--- src/design/sspg_pkg.sv ---
package sspg_pkg;

   // Defaults for the top-level parameters
   localparam int COORD_BITS_DEFAULT = 12;
   localparam int FRAC_BITS_DEFAULT  = 8;

   // Configuration port
   localparam int CSR_INDEX_W = 2;
   localparam int CSR_DATA_W  = 13;

   localparam logic [CSR_INDEX_W-1:0] REG_IMAGE_WIDTH  = 2'd0;
   localparam logic [CSR_INDEX_W-1:0] REG_IMAGE_HEIGHT = 2'd1;
   localparam logic [CSR_INDEX_W-1:0] REG_SCAN_MODE    = 2'd2;
   localparam logic [CSR_INDEX_W-1:0] REG_LOOP_ENABLE  = 2'd3;

   // Field widths
   localparam int MODE_W    = 2;
   localparam int SPEED_W   = 16;
   localparam int SPEED_FRAC = 8;
   localparam int POS_OUT_W = 20;

   localparam logic [MODE_W-1:0] MODE_HORIZONTAL = 2'd0;
   localparam logic [MODE_W-1:0] MODE_VERTICAL   = 2'd1;

   localparam logic CMD_ADVANCE = 1'b0;
   localparam logic CMD_RESTART = 1'b1;

   localparam logic LOOP_RESET = 1'b1;

   typedef struct packed {
      logic               cmd;
      logic [SPEED_W-1:0] speed;
   } req_payload_type;

   typedef struct packed {
      logic [POS_OUT_W-1:0] pos_x;
      logic [POS_OUT_W-1:0] pos_y;
      logic                 done_res;
   } rsp_payload_type;

endpackage

--- src/design/serpentine_scan_position_generator.sv ---
// Serpentine scan position generator.
// Request channel (req_valid / req_stall / req_payload): one beat is either an
// advance by an unsigned Q8.8 speed or a restart at the origin.
// Response channel (rsp_valid / rsp_stall / rsp_payload): exactly one beat per
// request beat, carrying the updated x/y position in Q(COORD_BITS).(FRAC_BITS)
// and the done flag of a non-looping scan.
// The response is registered: it shows in the cycle after its request is accepted.
// Throughput is one beat per cycle while the receiver does not stall; the single position
// update (one add, compare and clamp) sits between the state registers and the response register.
// When the receiver stalls with a response held, req_stall goes high in the
// same cycle; the held response does not change. Once the response is taken,
// the next request is accepted in that same cycle.
// Configuration (csr_*) is to be written by the user while the block is idle; the block does
// not enforce this. Size writes, and mode writes that change the mode, restart the scan
// when both dimensions are nonzero. Reset (synchronous) clears the position, line,
// direction and done flag, zeros width, height and mode, sets loop_enable and empties the response.
module serpentine_scan_position_generator #(
   parameter int COORD_BITS = sspg_pkg::COORD_BITS_DEFAULT,
   parameter int FRAC_BITS  = sspg_pkg::FRAC_BITS_DEFAULT
) (
   input  logic                                clock,
   input  logic                                reset,
   input  logic                                req_valid,
   output logic                                req_stall,
   input  sspg_pkg::req_payload_type           req_payload,
   output logic                                rsp_valid,
   input  logic                                rsp_stall,
   output sspg_pkg::rsp_payload_type           rsp_payload,
   input  logic                                csr_wr_en,
   input  logic [sspg_pkg::CSR_INDEX_W-1:0]    csr_index,
   input  logic [sspg_pkg::CSR_DATA_W-1:0]     csr_wdata
);

   localparam int P   = COORD_BITS + FRAC_BITS;   // position width
   localparam int P1  = P + 1;
   localparam int SW  = FRAC_BITS + sspg_pkg::SPEED_FRAC;   // scaled speed width
   localparam int AW  = ((P > SW) ? P : SW) + 1;  // sum width, no overflow
   localparam int DW  = COORD_BITS + 1;           // clamped dimension width
   localparam int WB  = (DW > sspg_pkg::CSR_DATA_W) ? DW : sspg_pkg::CSR_DATA_W;
   localparam int SHL = (FRAC_BITS >= sspg_pkg::SPEED_FRAC) ?
                        FRAC_BITS - sspg_pkg::SPEED_FRAC : 0;
   localparam int SHR = (FRAC_BITS >= sspg_pkg::SPEED_FRAC) ?
                        0 : sspg_pkg::SPEED_FRAC - FRAC_BITS;
   localparam int XW  = sspg_pkg::SPEED_W + 16;   // room for speed scaling

   localparam logic [WB-1:0] DIM_MAX  = WB'(64'd1 << COORD_BITS);
   localparam logic [P1-1:0] ONE_PIX  = P1'(64'd1 << FRAC_BITS);

   // Configuration registers
   logic [sspg_pkg::CSR_DATA_W-1:0] image_width_ff,  image_width_in;
   logic [sspg_pkg::CSR_DATA_W-1:0] image_height_ff, image_height_in;
   logic [sspg_pkg::MODE_W-1:0]     scan_mode_ff,    scan_mode_in;
   logic                            loop_enable_ff,  loop_enable_in;

   // Scan state
   logic [P-1:0]          x_ff, x_in;
   logic [P-1:0]          y_ff, y_in;
   logic [COORD_BITS-1:0] line_ff, line_in;
   logic                  rtl_ff, rtl_in;
   logic                  done_ff, done_in;

   // Response register
   logic                       rsp_valid_ff, rsp_valid_in;
   sspg_pkg::rsp_payload_type  rsp_payload_ff, rsp_payload_in;

   logic                  req_accept;
   logic                  ready;
   logic [WB-1:0]         w_ext, h_ext;
   logic [DW-1:0]         dim_w, dim_h;
   logic [COORD_BITS-1:0] dim_w_m1, dim_h_m1;
   logic [P-1:0]          edge_x, bottom_y;
   logic [P1-1:0]         full_w;
   logic [SW-1:0]         step;
   logic [AW-1:0]         x_aw, y_aw, s_aw, nx_aw, ny_aw;
   logic [P1-1:0]         vx;
   logic [DW-1:0]         next_line;
   logic                  hit_edge;
   logic [31:0]           x_wide, y_wide;

   // Accept a request whenever the response slot is free or draining
   assign req_stall  = rsp_valid_ff & rsp_stall;
   assign req_accept = req_valid & ~req_stall;

   assign ready = (|image_width_ff) & (|image_height_ff);

   // Clamp oversized dimensions to 2^COORD_BITS
   assign w_ext = WB'(image_width_ff);
   assign h_ext = WB'(image_height_ff);
   assign dim_w = DW'((w_ext > DIM_MAX) ? DIM_MAX : w_ext);
   assign dim_h = DW'((h_ext > DIM_MAX) ? DIM_MAX : h_ext);
   assign dim_w_m1 = COORD_BITS'(dim_w - DW'(1));
   assign dim_h_m1 = COORD_BITS'(dim_h - DW'(1));

   assign edge_x   = P'(dim_w_m1) << FRAC_BITS;
   assign bottom_y = P'(dim_h_m1) << FRAC_BITS;
   assign full_w   = P1'(dim_w) << FRAC_BITS;

   // Rescale the Q8.8 speed to the position's fraction, truncating
   assign step = SW'((XW'(req_payload.speed) << SHL) >> SHR);

   assign x_aw  = AW'(x_ff);
   assign y_aw  = AW'(y_ff);
   assign s_aw  = AW'(step);
   assign nx_aw = x_aw + s_aw;
   assign ny_aw = y_aw + s_aw;
   assign vx    = P1'(x_ff) + ONE_PIX;
   assign next_line = DW'(line_ff) + DW'(1);

   always_comb begin
      image_width_in  = image_width_ff;
      image_height_in = image_height_ff;
      scan_mode_in    = scan_mode_ff;
      loop_enable_in  = loop_enable_ff;
      x_in            = x_ff;
      y_in            = y_ff;
      line_in         = line_ff;
      rtl_in          = rtl_ff;
      done_in         = done_ff;
      hit_edge        = 1'b0;

      if (csr_wr_en) begin
         case (csr_index)
            sspg_pkg::REG_IMAGE_WIDTH: begin
               image_width_in = csr_wdata;
               if ((|csr_wdata) && (|image_height_ff)) begin
                  x_in = '0; y_in = '0; line_in = '0; rtl_in = 1'b0; done_in = 1'b0;
               end
            end
            sspg_pkg::REG_IMAGE_HEIGHT: begin
               image_height_in = csr_wdata;
               if ((|csr_wdata) && (|image_width_ff)) begin
                  x_in = '0; y_in = '0; line_in = '0; rtl_in = 1'b0; done_in = 1'b0;
               end
            end
            sspg_pkg::REG_SCAN_MODE: begin
               if (csr_wdata[sspg_pkg::MODE_W-1:0] != scan_mode_ff) begin
                  scan_mode_in = csr_wdata[sspg_pkg::MODE_W-1:0];
                  if (ready) begin
                     x_in = '0; y_in = '0; line_in = '0; rtl_in = 1'b0; done_in = 1'b0;
                  end
               end
            end
            sspg_pkg::REG_LOOP_ENABLE: begin
               loop_enable_in = csr_wdata[0];
               if (csr_wdata[0]) begin
                  done_in = 1'b0;
               end
            end
            default: begin
            end
         endcase
      end else if (req_accept && ready) begin
         if (req_payload.cmd == sspg_pkg::CMD_RESTART) begin
            x_in = '0; y_in = '0; line_in = '0; rtl_in = 1'b0; done_in = 1'b0;
         end else if (!done_ff) begin
            if (scan_mode_ff == sspg_pkg::MODE_VERTICAL) begin
               // Advance down the column; at the bottom step one column over when looping, else stop there as done
               if (ny_aw >= AW'(bottom_y)) begin
                  if (loop_enable_ff) begin
                     y_in = '0;
                     x_in = (vx >= full_w) ? '0 : P'(vx);
                  end else begin
                     done_in = 1'b1;
                     y_in    = bottom_y;
                  end
               end else begin
                  y_in = P'(ny_aw);
               end
            end else begin
               // Move along the line and clamp at the edge
               if (rtl_ff) begin
                  if (s_aw >= x_aw) begin
                     x_in     = '0;
                     hit_edge = 1'b1;
                  end else begin
                     x_in = P'(x_aw - s_aw);
                  end
               end else begin
                  if (nx_aw >= AW'(edge_x)) begin
                     x_in     = edge_x;
                     hit_edge = 1'b1;
                  end else begin
                     x_in = P'(nx_aw);
                  end
               end
               if (hit_edge) begin
                  if (next_line >= dim_h) begin
                     if (loop_enable_ff) begin
                        x_in = '0; y_in = '0; line_in = '0; rtl_in = 1'b0; done_in = 1'b0;
                     end else begin
                        done_in = 1'b1;
                        line_in = dim_h_m1;
                        y_in    = bottom_y;
                     end
                  end else begin
                     // Drop to the next line and reverse direction
                     line_in = COORD_BITS'(next_line);
                     y_in    = P'(next_line) << FRAC_BITS;
                     rtl_in  = ~rtl_ff;
                     x_in    = rtl_ff ? '0 : edge_x;
                  end
               end
            end
         end
      end
   end

   // Response beat carries the updated state
   assign x_wide = 32'(x_in);
   assign y_wide = 32'(y_in);

   always_comb begin
      rsp_payload_in          = rsp_payload_ff;
      rsp_valid_in            = rsp_valid_ff & rsp_stall;
      if (req_accept) begin
         rsp_valid_in            = 1'b1;
         rsp_payload_in.pos_x    = x_wide[sspg_pkg::POS_OUT_W-1:0];
         rsp_payload_in.pos_y    = y_wide[sspg_pkg::POS_OUT_W-1:0];
         rsp_payload_in.done_res = done_in;
      end
   end

   always_ff @(posedge clock) begin
      if (reset) begin
         image_width_ff  <= '0;
         image_height_ff <= '0;
         scan_mode_ff    <= sspg_pkg::MODE_HORIZONTAL;
         loop_enable_ff  <= sspg_pkg::LOOP_RESET;
         x_ff            <= '0;
         y_ff            <= '0;
         line_ff         <= '0;
         rtl_ff          <= 1'b0;
         done_ff         <= 1'b0;
         rsp_valid_ff    <= 1'b0;
      end else begin
         image_width_ff  <= image_width_in;
         image_height_ff <= image_height_in;
         scan_mode_ff    <= scan_mode_in;
         loop_enable_ff  <= loop_enable_in;
         x_ff            <= x_in;
         y_ff            <= y_in;
         line_ff         <= line_in;
         rtl_ff          <= rtl_in;
         done_ff         <= done_in;
         rsp_valid_ff    <= rsp_valid_in;
      end
   end

   always_ff @(posedge clock) begin
      rsp_payload_ff <= rsp_payload_in;
   end

   assign rsp_valid   = rsp_valid_ff;
   assign rsp_payload = rsp_payload_ff;

`ifndef SYNTHESIS
   // Done can only stand while looping is off
   assert property (@(posedge clock) disable iff (reset) done_ff |-> !loop_enable_ff)
      else $error("scan done while loop enabled");

   // The line index stays inside the image while it is configured
   assert property (@(posedge clock) disable iff (reset) ready |-> (DW'(line_ff) < dim_h))
      else $error("line index beyond image height");

   // Every accepted request beat yields a response beat on the next cycle
   assert property (@(posedge clock) disable iff (reset) req_accept |=> rsp_valid_ff)
      else $error("accepted request without response");
`endif

endmodule
--- config.mk ---
export PLATFORM = sky130hd
export DESIGN_NAME = serpentine_scan_position_generator
export DESIGN_NICKNAME = d
export VERILOG_FILES = /design/src/design/sspg_pkg.sv /design/src/design/serpentine_scan_position_generator.sv
export SDC_FILE = /design/constraint.sdc
export NUM_CORES = 1
export LEC_CHECK = 0
export ABC_CLOCK_PERIOD_IN_PS = 16700
export BUFFER_PORTS_ARGS = -buffer_cell sky130_fd_sc_hd__buf_2
export CELL_PAD_IN_SITES_DETAIL_PLACEMENT = 1
export CELL_PAD_IN_SITES_GLOBAL_PLACEMENT = 2
export CORE_AREA = 8 8 178 180
export CTS_CLUSTER_DIAMETER = 60
export CTS_CLUSTER_SIZE = 14
export DETAILED_ROUTE_END_ITERATION = 7
export DIE_AREA = 0 0 186 188
export PLACE_DENSITY = 0.89
export SLEW_MARGIN = 0
export SYNTH_ARGS = -nofsm -noshare
export SYNTH_HDL_FRONTEND = slang
export SYNTH_SLANG_ARGS = --single-unit
--- constraint.sdc ---
create_clock -name clock -period 16.7 [get_ports clock]
set_clock_uncertainty 0.1 [all_clocks]
set_input_delay 3.34 -clock clock [delete_from_list [all_inputs] [get_ports clock]]
set_output_delay 3.34 -clock clock [all_outputs]
set_load 0.005 [all_outputs]
==> Implementation_results.wiki, run 1 <==
{| class="wikitable"
! Metric !! Value
|-
| Worst r2r src || x_ff[6]$_SDFF_PP0_
|-
| Relative slew margins || 26.7%
|-
| Clock network fraction of design power || 40.9%
|-
| Critical path data required time || 16.77 ns
|-
| Number of buffers inserted to repair setup after CTS || 0
|-
| Number of vias per cell after detailed routing || 6.09
|-
| Grt total ovfl || 0
|-
| Share of the clock period used by the worst path after layout || a little over half
|-
| WHS Path Cells || 2
|-
| Number of core rows || 63
|-
| Data arrival, critical path || 9.00 ns
|-
| Global-route wire length before repair || 67600 um
|-
| Leading register cell type out of synthesis || dfxtp_1
|-
| Count of antenna-violating nets left after detailed routing || 0
|-
| Gp weighted congestion || 0.926
|-
| Shortest clock period the worst path allows after layout || ~8.9 ns
|-
| Setup repair after global routing missed its margin || false
|-
| Crit. End Element || flop
|-
| Met2 demand-to-capacity share in global routing || between 40% and 50%
|-
| Cell-internal power || 0.634 mW
|-
| Post-layout instance count excluding filler cells || 1884
|-
| Critical path startpoint || req_payload[4]
|-
| Share of final-layout standard cells stronger than drive strength 1 || 10.6%
|-
| Horiz. Die Dim || 186 um
|-
| IO Pins || 80
|-
| Clock Tree Buf Depth || 2
|-
| Maximum fanout count along the critical path || 12
|-
| Instance area at placement || 12000 um^2
|-
| Cell mode on critical path || ha_1
|-
| TritonCTS clock tree || done
|-
| Total number of vias || 11.5k
|-
| Number of endpoints with negative hold slack in the final report || 0
|-
| Root buffer cell || clkbuf_16
|-
| Fmax achieved || 112 MHz
|-
| Final core utilization || 43.4%
|-
| Worst reg2reg path depth || 19
|-
| Clock tree sinks || about 130
|-
| Final HPWL from detailed placement || 33700 um
|-
| Largest net degree at the start of global routing || between 70 and 80
|-
| Slowest stage cell, crit path || o311ai_0
|-
| Number of flops mapped to enable cells by yosys || slightly above 40
|-
| Aggregate routed wire length || 43300 um
|-
| Met3 track utilization from global routing || under 10%
|-
| Placed instance count || 1852
|-
| Yosys Warn Count || 0
|-
| Total routing resource utilization after global routing || 24.6%
|-
| Leak || 5.27 nW
|-
| Critical path startpoint category || input pin
|-
| Net switching power || 0.327 mW
|-
| H-tree level count || 4
|-
| Status || complete, no violations
|-
| Average cell area after synthesis || slightly below 8 um^2
|-
| Post-detailed-route wirelength per cell || 23.0 um
|-
| Largest voltage drop on the vdd net || 0.0786 mV
|-
| Comb pwr share || 24.3%
|-
| Worst hold path type || reg -> reg
|-
| Post-cts resize count || 0
|-
| Part of the total power dissipated in sequential elements || 34.8%
|-
| Layer with the highest usage after global routing || met2
|-
| Fraction of the yosys area taken by sequential cells || around a quarter
|-
| Count of buffers from port buffering || 79
|-
| Post-Synthesis Net Count || 1591
|-
| Drt pass-1 iters || 8
|-
| Total Die Area || between 30000 and 40000 um^2
|-
| Placeable core region || just under 30000 um^2
|-
| Layout Nets || 1627
|-
| Critical path cell sequence || buf_2, inv_1, ha_1, nor2b_1, or2_0, o21a_1, o311ai_0, nand2_1, xnor2_1, ha_1, nand3_1, nor4_1, o31ai_1, a2111o_1, o31a_1, o21ai_2, a311oi_1, o41a_1, o21ai_0, a22oi_1
|-
| Max-slew violations || 0
|-
| Path type of the worst setup path || in -> reg
|-
| Syn Inst Count || 1445
|-
| Post-Route Setup TNS || 0 ns
|-
| Flop and latch count out of synthesis || 125
|-
| Total CTS buffers || 17
|-
| Clock-pin slew on the worst setup and hold paths || roughly 0.060 ns
|-
| Initial antenna violation count || 0
|-
| Power consumption || approximately 0.96 mW
|-
| Count of endpoints failing setup in the final report || 0
|-
| Layout Area Growth over Synthesis || 11.0%
|-
| DRC || 0
|-
| Startpoint of the tightest hold check path || h_ext[4]$_SDFFE_PP0P_
|-
| Number of antenna diodes || 0
|-
| Starting Density || 39.1%
|-
| Post-layout instance area || 12600 um^2
|-
| Number of global-route vias before repair || between 10k and 15k
|-
| Post-synth ARST share || 0%
|-
| Cts-stage hold buffer count || 0
|-
| Max-capacitance violation count || 0
|-
| Longest individual stage delay on the worst path || 0.67 ns
|-
| Combined area of all synthesized cells || about 11000 um^2
|-
| Grt met1 use || a little under a third
|-
| Share of total power consumed by net switching || between 30% and 40%
|-
| Least-Margin Pin Slew || 1.10 ns
|-
| Number of design-rule violations left by the first detailed-router iteration || 837
|-
| Pwr per Cell Area || approximately 76 nW/um^2
|-
| Number of different library cells in the post-synthesis netlist || 97
|-
| Insertion delay of the later-clocked pin in the worst-skew pair || 0.45 ns
|-
| Die height || between 150 and 200 um
|}
-- routing by layer --
layer  vias to the layer above  wire length (um)
li1                       5393                 -
met1                      5700             18700
met2                       295             21300
met3                        94              1640
met4                         0              1680
met5                         -                 0
-- synthesized netlist by cell type (11+ instances only) --
master,instances,area (um^2)
nand2_1,198,743
a21oi_1,126,631
nor2_1,114,428
ha_1,106,1330
dfxtp_1,84,1680
inv_1,66,248
o21ai_0,55,275
clkbuf_1,51,191
xnor2_1,48,420
nand3_1,42,210
edfxtp_1,41,1230
nor2b_1,39,244
nor3_1,39,195
a21o_1,27,203
xor2_1,24,210
a31oi_1,18,113
nand2b_1,18,113
a211oi_1,16,120
mux2i_1,16,160
nand4_1,16,100
nor4_1,16,100
o211ai_1,13,97.6
o21a_1,13,97.6
and3_1,12,75.1
a22o_1,11,96.3
a22oi_1,11,82.6
-- per-stage QoR --
stage | hold WS [ns] | setup WS, ns
after floorplan | 0.344 | 8.59
after global placement | 0.362 | 7.55
after detailed placement | 0.379 | 7.50
after CTS | 0.391 | 7.92
after global routing | 0.411 | 7.32
final | 0.390 | 7.77
-- power by group through the flow --
stage / sequential, mW / clock, mW / combinational, mW
2_1_floorplan: 0.336 / 0 / 0.155
3_3_place_gp: 0.341 / 0 / 0.225
3_5_place_dp: 0.341 / 0 / 0.229
4_1_cts: 0.334 / 0.398 / 0.231
5_1_grt: 0.335 / 0.409 / 0.253
6_report: 0.334 / 0.393 / 0.234
-- kinds of logic after synthesis --
| logic type | after synthesis | share of synthesized area [%] |
|---|---|---|
| buffers and inverters | 139 | 4.96 |
| flip-flops | 125 | 25.7 |
| AND/OR/NAND/NOR | 549 | 23.0 |
| multiplexers | 25 | 2.30 |
| adder cells (fa/ha/maj) | 109 | 12.2 |
| XOR/XNOR | 72 | 5.56 |
| AO/OA/AOI/OAI | 426 | 26.2 |
-- critical path, delay by kind of cell --
kind,cells,cell delay [ns]
xor+xnor,1,0.19
buf+inv,2,0.19
fa+ha+maj,2,0.88
simple gates,5,1.15
compound gates,10,3.24
-- cells in the final DEF, fill, tap and decap left out, types with 6 or more instances in the layout --
master / netlist / layout
o21a_1: 13 / 13
buf_2: 9 / 79
a31oi_1: 18 / 18
mux2_2: 9 / 9
a211o_1: 8 / 8
inv_1: 66 / 66
xnor2_1: 48 / 48
and3_1: 12 / 12
a221o_1: 6 / 6
a22oi_1: 11 / 11
o21bai_1: 6 / 6
xor2_1: 24 / 24
a211oi_1: 16 / 16
nand2_1: 198 / 198
a21o_1: 27 / 27
buf_4: 4 / 9
nand2b_1: 18 / 18
o211ai_1: 13 / 13
a21oi_1: 126 / 126
nor2b_1: 39 / 39
and2_1: 7 / 6
o31a_1: 8 / 8
edfxtp_1: 41 / 41
or3_1: 10 / 10
mux2i_1: 16 / 16
a22o_1: 11 / 11
o21ai_1: 6 / 6
dfxtp_1: 84 / 84
clkbuf_16: 0 / 18
a221oi_1: 10 / 10
or4_1: 8 / 8
nor2_1: 114 / 114
o31ai_1: 8 / 8
nand3_1: 42 / 42
nor3_1: 39 / 39
ha_1: 106 / 106
o21ai_0: 55 / 55
nand3b_1: 7 / 7
nand4_1: 16 / 16
nor4_1: 16 / 16
-- layout make-up --
type / count / area [um^2]
Inverter: 68 / 255
Clock buffer: 18 / 450
Fill cell: 3645 / 16400
Clock inverter: 14 / 155
Timing Repair Buffer: 88 / 463
Sequential cell: 125 / 2910
Tap cell: 390 / 488
Multi-Input combinational cell: 1181 / 7870
-- flip-flops by register name, summed over array words and instances (netlist names) --
| signal | cells |
|---|---|
| rsp_valid | 1 |
| loop_enable_ff | 1 |
| y_ff | 20 |
| x_ff | 20 |
| done_ff | 1 |
| scan_mode_ff | 2 |
| rsp_payload | 41 |
| image_width_ff | 13 |
| rtl_ff | 1 |
| line_ff | 12 |
| h_ext | 13 |
-- worst paths after layout --
check | to | slack, ns
max | rsp_payload[40]$_DFFE_PP_ | 7.77
min | h_ext[4]$_SDFFE_PP0P_ | 0.39
min reg2reg | h_ext[4]$_SDFFE_PP0P_ | 0.39
max reg2reg | rsp_payload[40]$_DFFE_PP_ | 10.49
(Power assumes the default switching activity.)
==> run 2, diff against run 1 <==
--- a/config.mk
+++ b/config.mk
@@ -5,16 +5,16 @@
 export SDC_FILE = /design/constraint.sdc
 export NUM_CORES = 1
 export LEC_CHECK = 0
-export ABC_CLOCK_PERIOD_IN_PS = 16700
+export ABC_CLOCK_PERIOD_IN_PS = 7200
 export BUFFER_PORTS_ARGS = -buffer_cell sky130_fd_sc_hd__buf_2
 export CELL_PAD_IN_SITES_DETAIL_PLACEMENT = 1
 export CELL_PAD_IN_SITES_GLOBAL_PLACEMENT = 2
-export CORE_AREA = 8 8 178 180
+export CORE_AREA = 8 8 192 194
 export CTS_CLUSTER_DIAMETER = 60
 export CTS_CLUSTER_SIZE = 14
 export DETAILED_ROUTE_END_ITERATION = 7
-export DIE_AREA = 0 0 186 188
-export PLACE_DENSITY = 0.89
+export DIE_AREA = 0 0 200 202
+export PLACE_DENSITY = 0.81
 export SLEW_MARGIN = 0
 export SYNTH_ARGS = -nofsm -noshare
 export SYNTH_HDL_FRONTEND = slang
==> constraint.sdc (replaced) <==
create_clock -name clock -period 7.2 [get_ports clock]
set_clock_uncertainty 0.1 [all_clocks]
set_input_delay 1.44 -clock clock [delete_from_list [all_inputs] [get_ports clock]]
set_output_delay 1.44 -clock clock [all_outputs]
set_load 0.005 [all_outputs]
==> run 2 against run 1 <==
Clock power rose to 2.5 times the previous value; global-route usage decreased by 2.7 points; non-clock buffer count is 20 higher; power up 140%; design area is 2.4% higher; critical endpoint is now rsp_payload[21]$_DFFE_PP_.
==> Implementation_results.wiki, run 2 (synthesis results as in run 1) <==
{| class="wikitable"
! Metric !! Value
|-
| Status || complete, no violations
|-
| Total routing resource utilization after global routing || 21.8%
|-
| Pre-CTS setup slack || 0.0768 ns
|-
| Clock tree sinks || 125
|-
| Most frequent standard cell in the layout excluding fill and tap cells || nand2_1
|-
| Critical path cell sequence || buf_2, ha_1, inv_1, fa_1, nand2b_1, a2111oi_0, nor3_1, o21ai_0, a21o_1, a21oi_1, xnor2_1, ha_1, nand4_1, nor2_1, nand3_1, or3_1, or4_1, nor2b_1, or3_1, a21o_1, a221oi_1, o22ai_1
|-
| Largest voltage drop on the vdd net || roughly 0.22 mV
|-
| Worst reg-to-reg setup slack || 1.29 ns
|-
| Instance area at placement || between 10000 and 15000 um^2
|-
| R2R Path End || rsp_payload[40]$_DFFE_PP_
|-
| DRC || 0
|-
| Count of antenna-violating nets left after detailed routing || 0
|-
| Relative slew margins || 28.2%
|-
| Startpoint of the tightest hold check path || line_ff[11]$_SDFFE_PP0P_
|-
| Post-detailed-route wirelength per cell || 22.5 um
|-
| Largest net degree at the start of global routing || 66
|-
| Data arrival, critical path || 6.74 ns
|-
| Share of final-layout standard cells stronger than drive strength 1 || 11.9%
|-
| H-tree level count || 4
|-
| Root buffer cell || clkbuf_16
|-
| Critical path startpoint category || input pin
|-
| Shortest clock period the worst path allows after layout || about 6.7 ns
|-
| Min setup slack post-route || a little over 0.5 ns
|-
| Number of endpoints with negative hold slack in the final report || 0
|-
| Buffers plus inverters on the worst setup path || 2
|-
| Max-slew violations || 0
|-
| Global-route wire length before repair || roughly 70000 um
|-
| Grt total ovfl || 0
|-
| Worst r2r src || x_ff[2]$_SDFF_PP0_
|-
| Crit. End Element || flop
|-
| Insertion delay of the later-clocked pin in the worst-skew pair || about 0.44 ns
|-
| Critical Path Stages || 22
|-
| Least-Margin Pin Slew || 1.08 ns
|-
| Number of global-route vias before repair || 11.8k
|-
| Pwr per Cell Area || approximately 180 nW/um^2
|-
| Cts-stage hold buffer count || 0
|-
| Maximum fanout count along the critical path || 6
|-
| Placeable core region || 33900 um^2
|-
| Worst reg2reg path depth || 18
|-
| Longest individual stage delay on the worst path || 0.47 ns
|-
| Final HPWL from detailed placement || 34900 um
|-
| Starting Density || around a third
|-
| Clock Tree Buf Depth || 2
|-
| Clock-pin slew on the worst setup and hold paths || 0.07 ns
|-
| Path type of the worst setup path || in -> reg
|-
| TritonCTS clock tree || done
|-
| Die height || 202 um
|-
| Gp weighted congestion || about 0.9
|-
| WHS Path Cells || 2
|-
| Total CTS buffers || 17
|-
| Horiz. Die Dim || 200 um
|-
| Leak || between 5 and 6 nW
|-
| Total number of vias || roughly 11k
|-
| Hold WS || approximately 0.38 ns
|-
| Commonest cells after routing, fill and taps aside || nand2_1, a21oi_1, nor2_1
|-
| IO Pins || 80
|-
| Layout Area Growth over Synthesis || 13.7%
|-
| CP delay by family, top || simple AND/OR/NAND/NOR gates
|-
| Max-capacitance violation count || 0
|-
| Post-layout instance area || 12900 um^2
|-
| Count of endpoints failing setup in the final report || 0
|-
| Fill cells || around 4.2k
|-
| Post-Route Setup TNS || 0 ns
|-
| Aggregate routed wire length || between 40000 and 50000 um
|-
| Worst hold path type || reg -> reg
|-
| Setup repair after global routing missed its margin || false
|-
| Fmax achieved || 149 MHz
|-
| Number of core rows || just under 70
|-
| Number of vias per cell after detailed routing || 5.82
|-
| Total Die Area || 40400 um^2
|-
| Power consumption || around 2.3 mW
|-
| Count of buffers from port buffering || 79
|-
| Initial antenna violation count || 2
|-
| Max FFs per register || 41
|-
| Number of design-rule violations left by the first detailed-router iteration || 922
|-
| End point of the most critical hold path || line_ff[11]$_SDFFE_PP0P_
|-
| Layout Nets || 1647
|-
| Share of the clock period used by the worst path after layout || 93.0%
|-
| Critical path data required time || 7.25 ns
|-
| Drt pass-1 iters || 5
|-
| Slowest stage cell, crit path || or4_1
|}
==> run 2: cell count changes in the layout (fill, tap and decap cells not counted), sizes merged <==
cell	before	now
inv	72	68
diode	0	2
bufinv	2	4
clkinv	7	5
buf	88	108
clkbuf	18	21
clkinvlp	1	2
==> run 2: worst max path at each step <==
stage                        start                        end  slack [ns]
floorplan           req_payload[7]  rsp_payload[33]$_DFFE_PP_        0.99
global placement    req_payload[0]  rsp_payload[21]$_DFFE_PP_        0.16
detailed placement  req_payload[6]  rsp_payload[35]$_DFFE_PP_        0.08
CTS                 req_payload[6]  rsp_payload[35]$_DFFE_PP_        0.51
global route        req_payload[0]  rsp_payload[21]$_DFFE_PP_        0.04
finish              req_payload[0]  rsp_payload[21]$_DFFE_PP_        0.51
==> run 2: timing repair <==
item | CTS | global route
gates resized for setup | 0 | 2
buffers inserted | 0 | 0
setup endpoints to repair | 0 | 5
hold endpoints to repair | 0 | 0
==> run 2: area by class of cell <==
type	count	area [um^2]	area share (%)
diodes	2	5.00	0.0388
clock buffers	21	482	3.74
clock inverters	11	179	1.39
inverters	68	255	1.98
multi-input cells	1181	7880	61.1
flip-flops and latches	125	2910	22.6
well taps	455	569	4.41
repair buffers	108	613	4.75
==> run 2: per-stage QoR <==
stage | instances | utilization [%]
finish | 1971 | 38.0
global route | 1971 | 38.0
CTS | 1969 | 37.9
detailed placement | 1937 | 36.0
global placement | 1937 | 36.0
floorplan | 1445 | -
==> run 2: worst reg2reg max path, stage by stage (launching register included) <==
cell	delay, ns
dfxtp_1	0.41
ha_1	0.45
nor2b_1	0.31
a2111oi_4	0.12
o21a_1	0.22
o311ai_0	0.74
nand2_1	0.24
xnor2_1	0.21
ha_1	0.32
nand3_1	0.10
nor4_1	0.29
o31ai_1	0.12
a2111o_1	0.36
o31a_1	0.36
o21ai_2	0.36
a311oi_1	0.12
o41a_1	0.47
o21ai_0	0.25
a22oi_1	0.11
==> run 2: report_power, final <==
group	switching, mW	total (mW)	leakage [nW]	internal, mW
sequential	0.0229	0.774	1.09	0.751
clock	0.365	0.988	0.316	0.623
combinational	0.368	0.556	3.98	0.188
==> run 2: layer usage <==
layer	up-vias	track usage, %	routed length [um]
met5	-	0	0
met2	304	36.1	21300
met3	88	2.88	1800
met4	0	9.91	1800
li1	5436	-	-
met1	5639	27.7	19400
==> run 3, diff against run 2 <==
--- a/config.mk
+++ b/config.mk
@@ -6,7 +6,7 @@
 export NUM_CORES = 1
 export LEC_CHECK = 0
 export ABC_CLOCK_PERIOD_IN_PS = 7200
-export BUFFER_PORTS_ARGS = -buffer_cell sky130_fd_sc_hd__buf_2
+export BUFFER_PORTS_ARGS = -buffer_cell sky130_fd_sc_hd__clkbuf_2
 export CELL_PAD_IN_SITES_DETAIL_PLACEMENT = 1
 export CELL_PAD_IN_SITES_GLOBAL_PLACEMENT = 2
 export CORE_AREA = 8 8 192 194
==> run 3 against run 2 <==
Critical path depth stayed put; core utilization is 0.40 points lower; combinational power hardly changed; register-to-register slack better by 0.05 ns; power is 6.9% lower; global-route usage is 0.081 points higher; critical path type unchanged; highest routed layer unchanged; critical endpoint unchanged; count of clock-buffer cells in the layout is 3 lower; clock power is 16% lower.
==> Implementation_results.wiki, run 3 (synthesis results as in run 1) <==
{| class="wikitable"
! Metric !! Value
|-
| Post-layout instance count excluding filler cells || 1967
|-
| Post-layout instance area || about 13000 um^2
|-
| Leak || 5.32 nW
|-
| Most frequent standard cell in the layout excluding fill and tap cells || nand2_1
|-
| Total CTS buffers || 17
|-
| Number of buffers inserted to repair setup after CTS || 0
|-
| Least-Margin Pin Slew || between 1 and 1.5 ns
|-
| Insertion delay of the later-clocked pin in the worst-skew pair || 0.45 ns
|-
| Root buffer cell || clkbuf_16
|-
| Number of global-route vias before repair || about 12k
|-
| Worst hold path type || reg -> reg
|-
| Max-capacitance violation count || 0
|-
| Total routing resource utilization after global routing || 21.9%
|-
| Status || complete, no violations
|-
| Worst reg-to-reg setup slack || 1.34 ns
|-
| Largest voltage drop on the vdd net || between 0.15 and 0.2 mV
|-
| Horiz. Die Dim || ~200 um
|-
| Share of the clock period used by the worst path after layout || between 90% and 100%
|-
| Total number of vias || about 12k
|-
| Global-route wire length before repair || between 60000 and 70000 um
|-
| CP delay by family, top || simple AND/OR/NAND/NOR gates
|-
| TritonCTS clock tree || done
|-
| Final HPWL from detailed placement || 35100 um
|-
| H-tree level count || 4
|-
| Buffers plus inverters on the worst setup path || 2
|-
| Layout Nets || 1645
|-
| Fill cells || 4119
|-
| Slowest stage cell, crit path || a2111oi_0
|-
| Count of endpoints failing setup in the final report || 0
|-
| Number of vias per cell after detailed routing || just under 6
|-
| Post-detailed-route wirelength per cell || 22.7 um
|-
| Clock-pin slew on the worst setup and hold paths || 0.06 ns
|-
| Number of antenna diodes || 0
|-
| Clock tree sinks || 125
|-
| Instance area at placement || 12200 um^2
|-
| Critical path data required time || 7.26 ns
|-
| Data arrival, critical path || 6.76 ns
|-
| Die height || 202 um
|-
| Placeable core region || about 34000 um^2
|-
| Maximum fanout count along the critical path || 6
|-
| Layout Area Growth over Synthesis || 12.5%
|-
| DRC || 0
|-
| Placed instance count || 1935
|-
| Aggregate routed wire length || roughly 45000 um
|-
| Crit. End Element || flop
|-
| Total Die Area || 40400 um^2
|-
| Path type of the worst setup path || in -> reg
|-
| Count of antenna-violating nets left after detailed routing || 0
|-
| Longest individual stage delay on the worst path || 0.51 ns
|-
| Fmax achieved || 149 MHz
|-
| Critical path startpoint || req_payload[0]
|-
| Number of core rows || between 60 and 70
|-
| Max-slew violations || 0
|-
| Commonest cells after routing, fill and taps aside || nand2_1, a21oi_1, nor2_1
|-
| Critical path endpoint || rsp_payload[21]$_DFFE_PP_
|-
| Gp weighted congestion || about 0.9
|-
| Clock Tree Buf Depth || 2
|-
| Share of final-layout standard cells stronger than drive strength 1 || 11.6%
|-
| Max FFs per register || 41
|-
| Post-Route Setup TNS || 0 ns
|-
| Number of design-rule violations left by the first detailed-router iteration || 743
|-
| R2R Path End || rsp_payload[21]$_DFFE_PP_
|-
| Worst r2r src || y_ff[0]$_SDFF_PP0_
|-
| Critical Path Stages || 22
|-
| Largest net degree at the start of global routing || 66
|-
| Part of the total power dissipated in sequential elements || 35.9%
|-
| Drt pass-1 iters || 5
|-
| Post-cts resize count || 0
|-
| Shortest clock period the worst path allows after layout || about 6.7 ns
|-
| Grt total ovfl || 0
|-
| Share of total power consumed by net switching || between 30% and 40%
|-
| Critical path cell sequence || clkbuf_2, ha_1, inv_1, fa_1, nand2b_1, a2111oi_0, nor3_1, o21ai_0, a21o_1, a21oi_1, xnor2_1, ha_1, nand4_1, nor2_1, nand3_1, or3_1, or4_1, nor2b_1, or3_1, a21o_1, a221oi_1, o22ai_1
|-
| Comb pwr share || 25.9%
|-
| Pwr per Cell Area || 169 nW/um^2
|-
| Starting Density || 33.4%
|-
| Initial antenna violation count || 0
|-
| Final core utilization || a little under two fifths
|-
| Worst reg2reg path depth || 21
|-
| Number of endpoints with negative hold slack in the final report || 0
|-
| Clock network fraction of design power || 38.2%
|-
| Setup repair after global routing missed its margin || false
|-
| Critical path startpoint category || input pin
|-
| Cell-internal power || roughly 1.4 mW
|-
| Net switching power || 0.747 mW
|-
| Relative slew margins || a little under a third
|-
| IO Pins || 80
|-
| Count of buffers from port buffering || 79
|-
| Cts-stage hold buffer count || 0
|}
run 3: power groups by stage:
stage	clock network [mW]	logic [mW]	registers (mW)
after global placement	0	0.538	0.789
after global routing	0.866	0.604	0.776
after CTS	0.840	0.552	0.774
final	0.825	0.559	0.774
after detailed placement	0	0.547	0.790
after floorplan	0	0.359	0.780
run 3: final cells by class:
cell class,instances,area [um^2],area share [%]
tap,455,569,4.46
inverter,68,255,2.00
timing repair buffer,106,598,4.69
clock buffer,18,429,3.36
multi-input combinational,1181,7870,61.7
sequential,125,2910,22.8
clock inverter,14,123,0.961
run 3: through the flow:
step	hold WS [ns]	power [mW]	setup slack (ns)
floorplan	0.344	1.14	0.995
global placement	0.364	1.33	0.284
detailed placement	0.386	1.34	0.240
CTS	0.394	2.17	0.654
global route	0.417	2.25	0.210
finish	0.388	2.16	0.500
run 3: worst min-delay path by stage:
stage | slack [ns] | to | start | cells past startpoint
2_1_floorplan | 0.34 | h_ext[8]$_SDFFE_PP0P_ | h_ext[8]$_SDFFE_PP0P_ | 2
3_3_place_gp | 0.36 | h_ext[8]$_SDFFE_PP0P_ | h_ext[8]$_SDFFE_PP0P_ | 2
3_5_place_dp | 0.39 | line_ff[11]$_SDFFE_PP0P_ | line_ff[11]$_SDFFE_PP0P_ | 2
4_1_cts | 0.39 | line_ff[11]$_SDFFE_PP0P_ | line_ff[11]$_SDFFE_PP0P_ | 2
5_1_grt | 0.42 | h_ext[8]$_SDFFE_PP0P_ | h_ext[8]$_SDFFE_PP0P_ | 2
6_report | 0.39 | line_ff[11]$_SDFFE_PP0P_ | line_ff[11]$_SDFFE_PP0P_ | 2
run 3: layer usage:
metal	vias to the layer above	wire (um)	share of wire [%]	GRT usage (%)
li1	5427	-	-	-
met1	5650	19500	44	27.4
met2	359	21700	49	37.3
met3	91	1990	4.4	3.04
met4	0	1500	3.3	8.44
met5	-	0	0	0
run 3: worst register-to-register path: stages, from the launching register on:
cell,delay [ns]
dfxtp_1,0.33
ha_1,0.18
inv_1,0.06
fa_1,0.39
nand2b_1,0.20
a2111oi_0,0.51
nor3_1,0.21
o21ai_0,0.37
a21o_1,0.17
a21oi_1,0.07
xnor2_1,0.16
ha_1,0.31
nand4_1,0.14
nor2_1,0.13
nand3_1,0.07
or3_1,0.32
or4_1,0.42
nor2b_1,0.22
or3_1,0.40
a21o_1,0.23
a221oi_1,0.39
o22ai_1,0.18
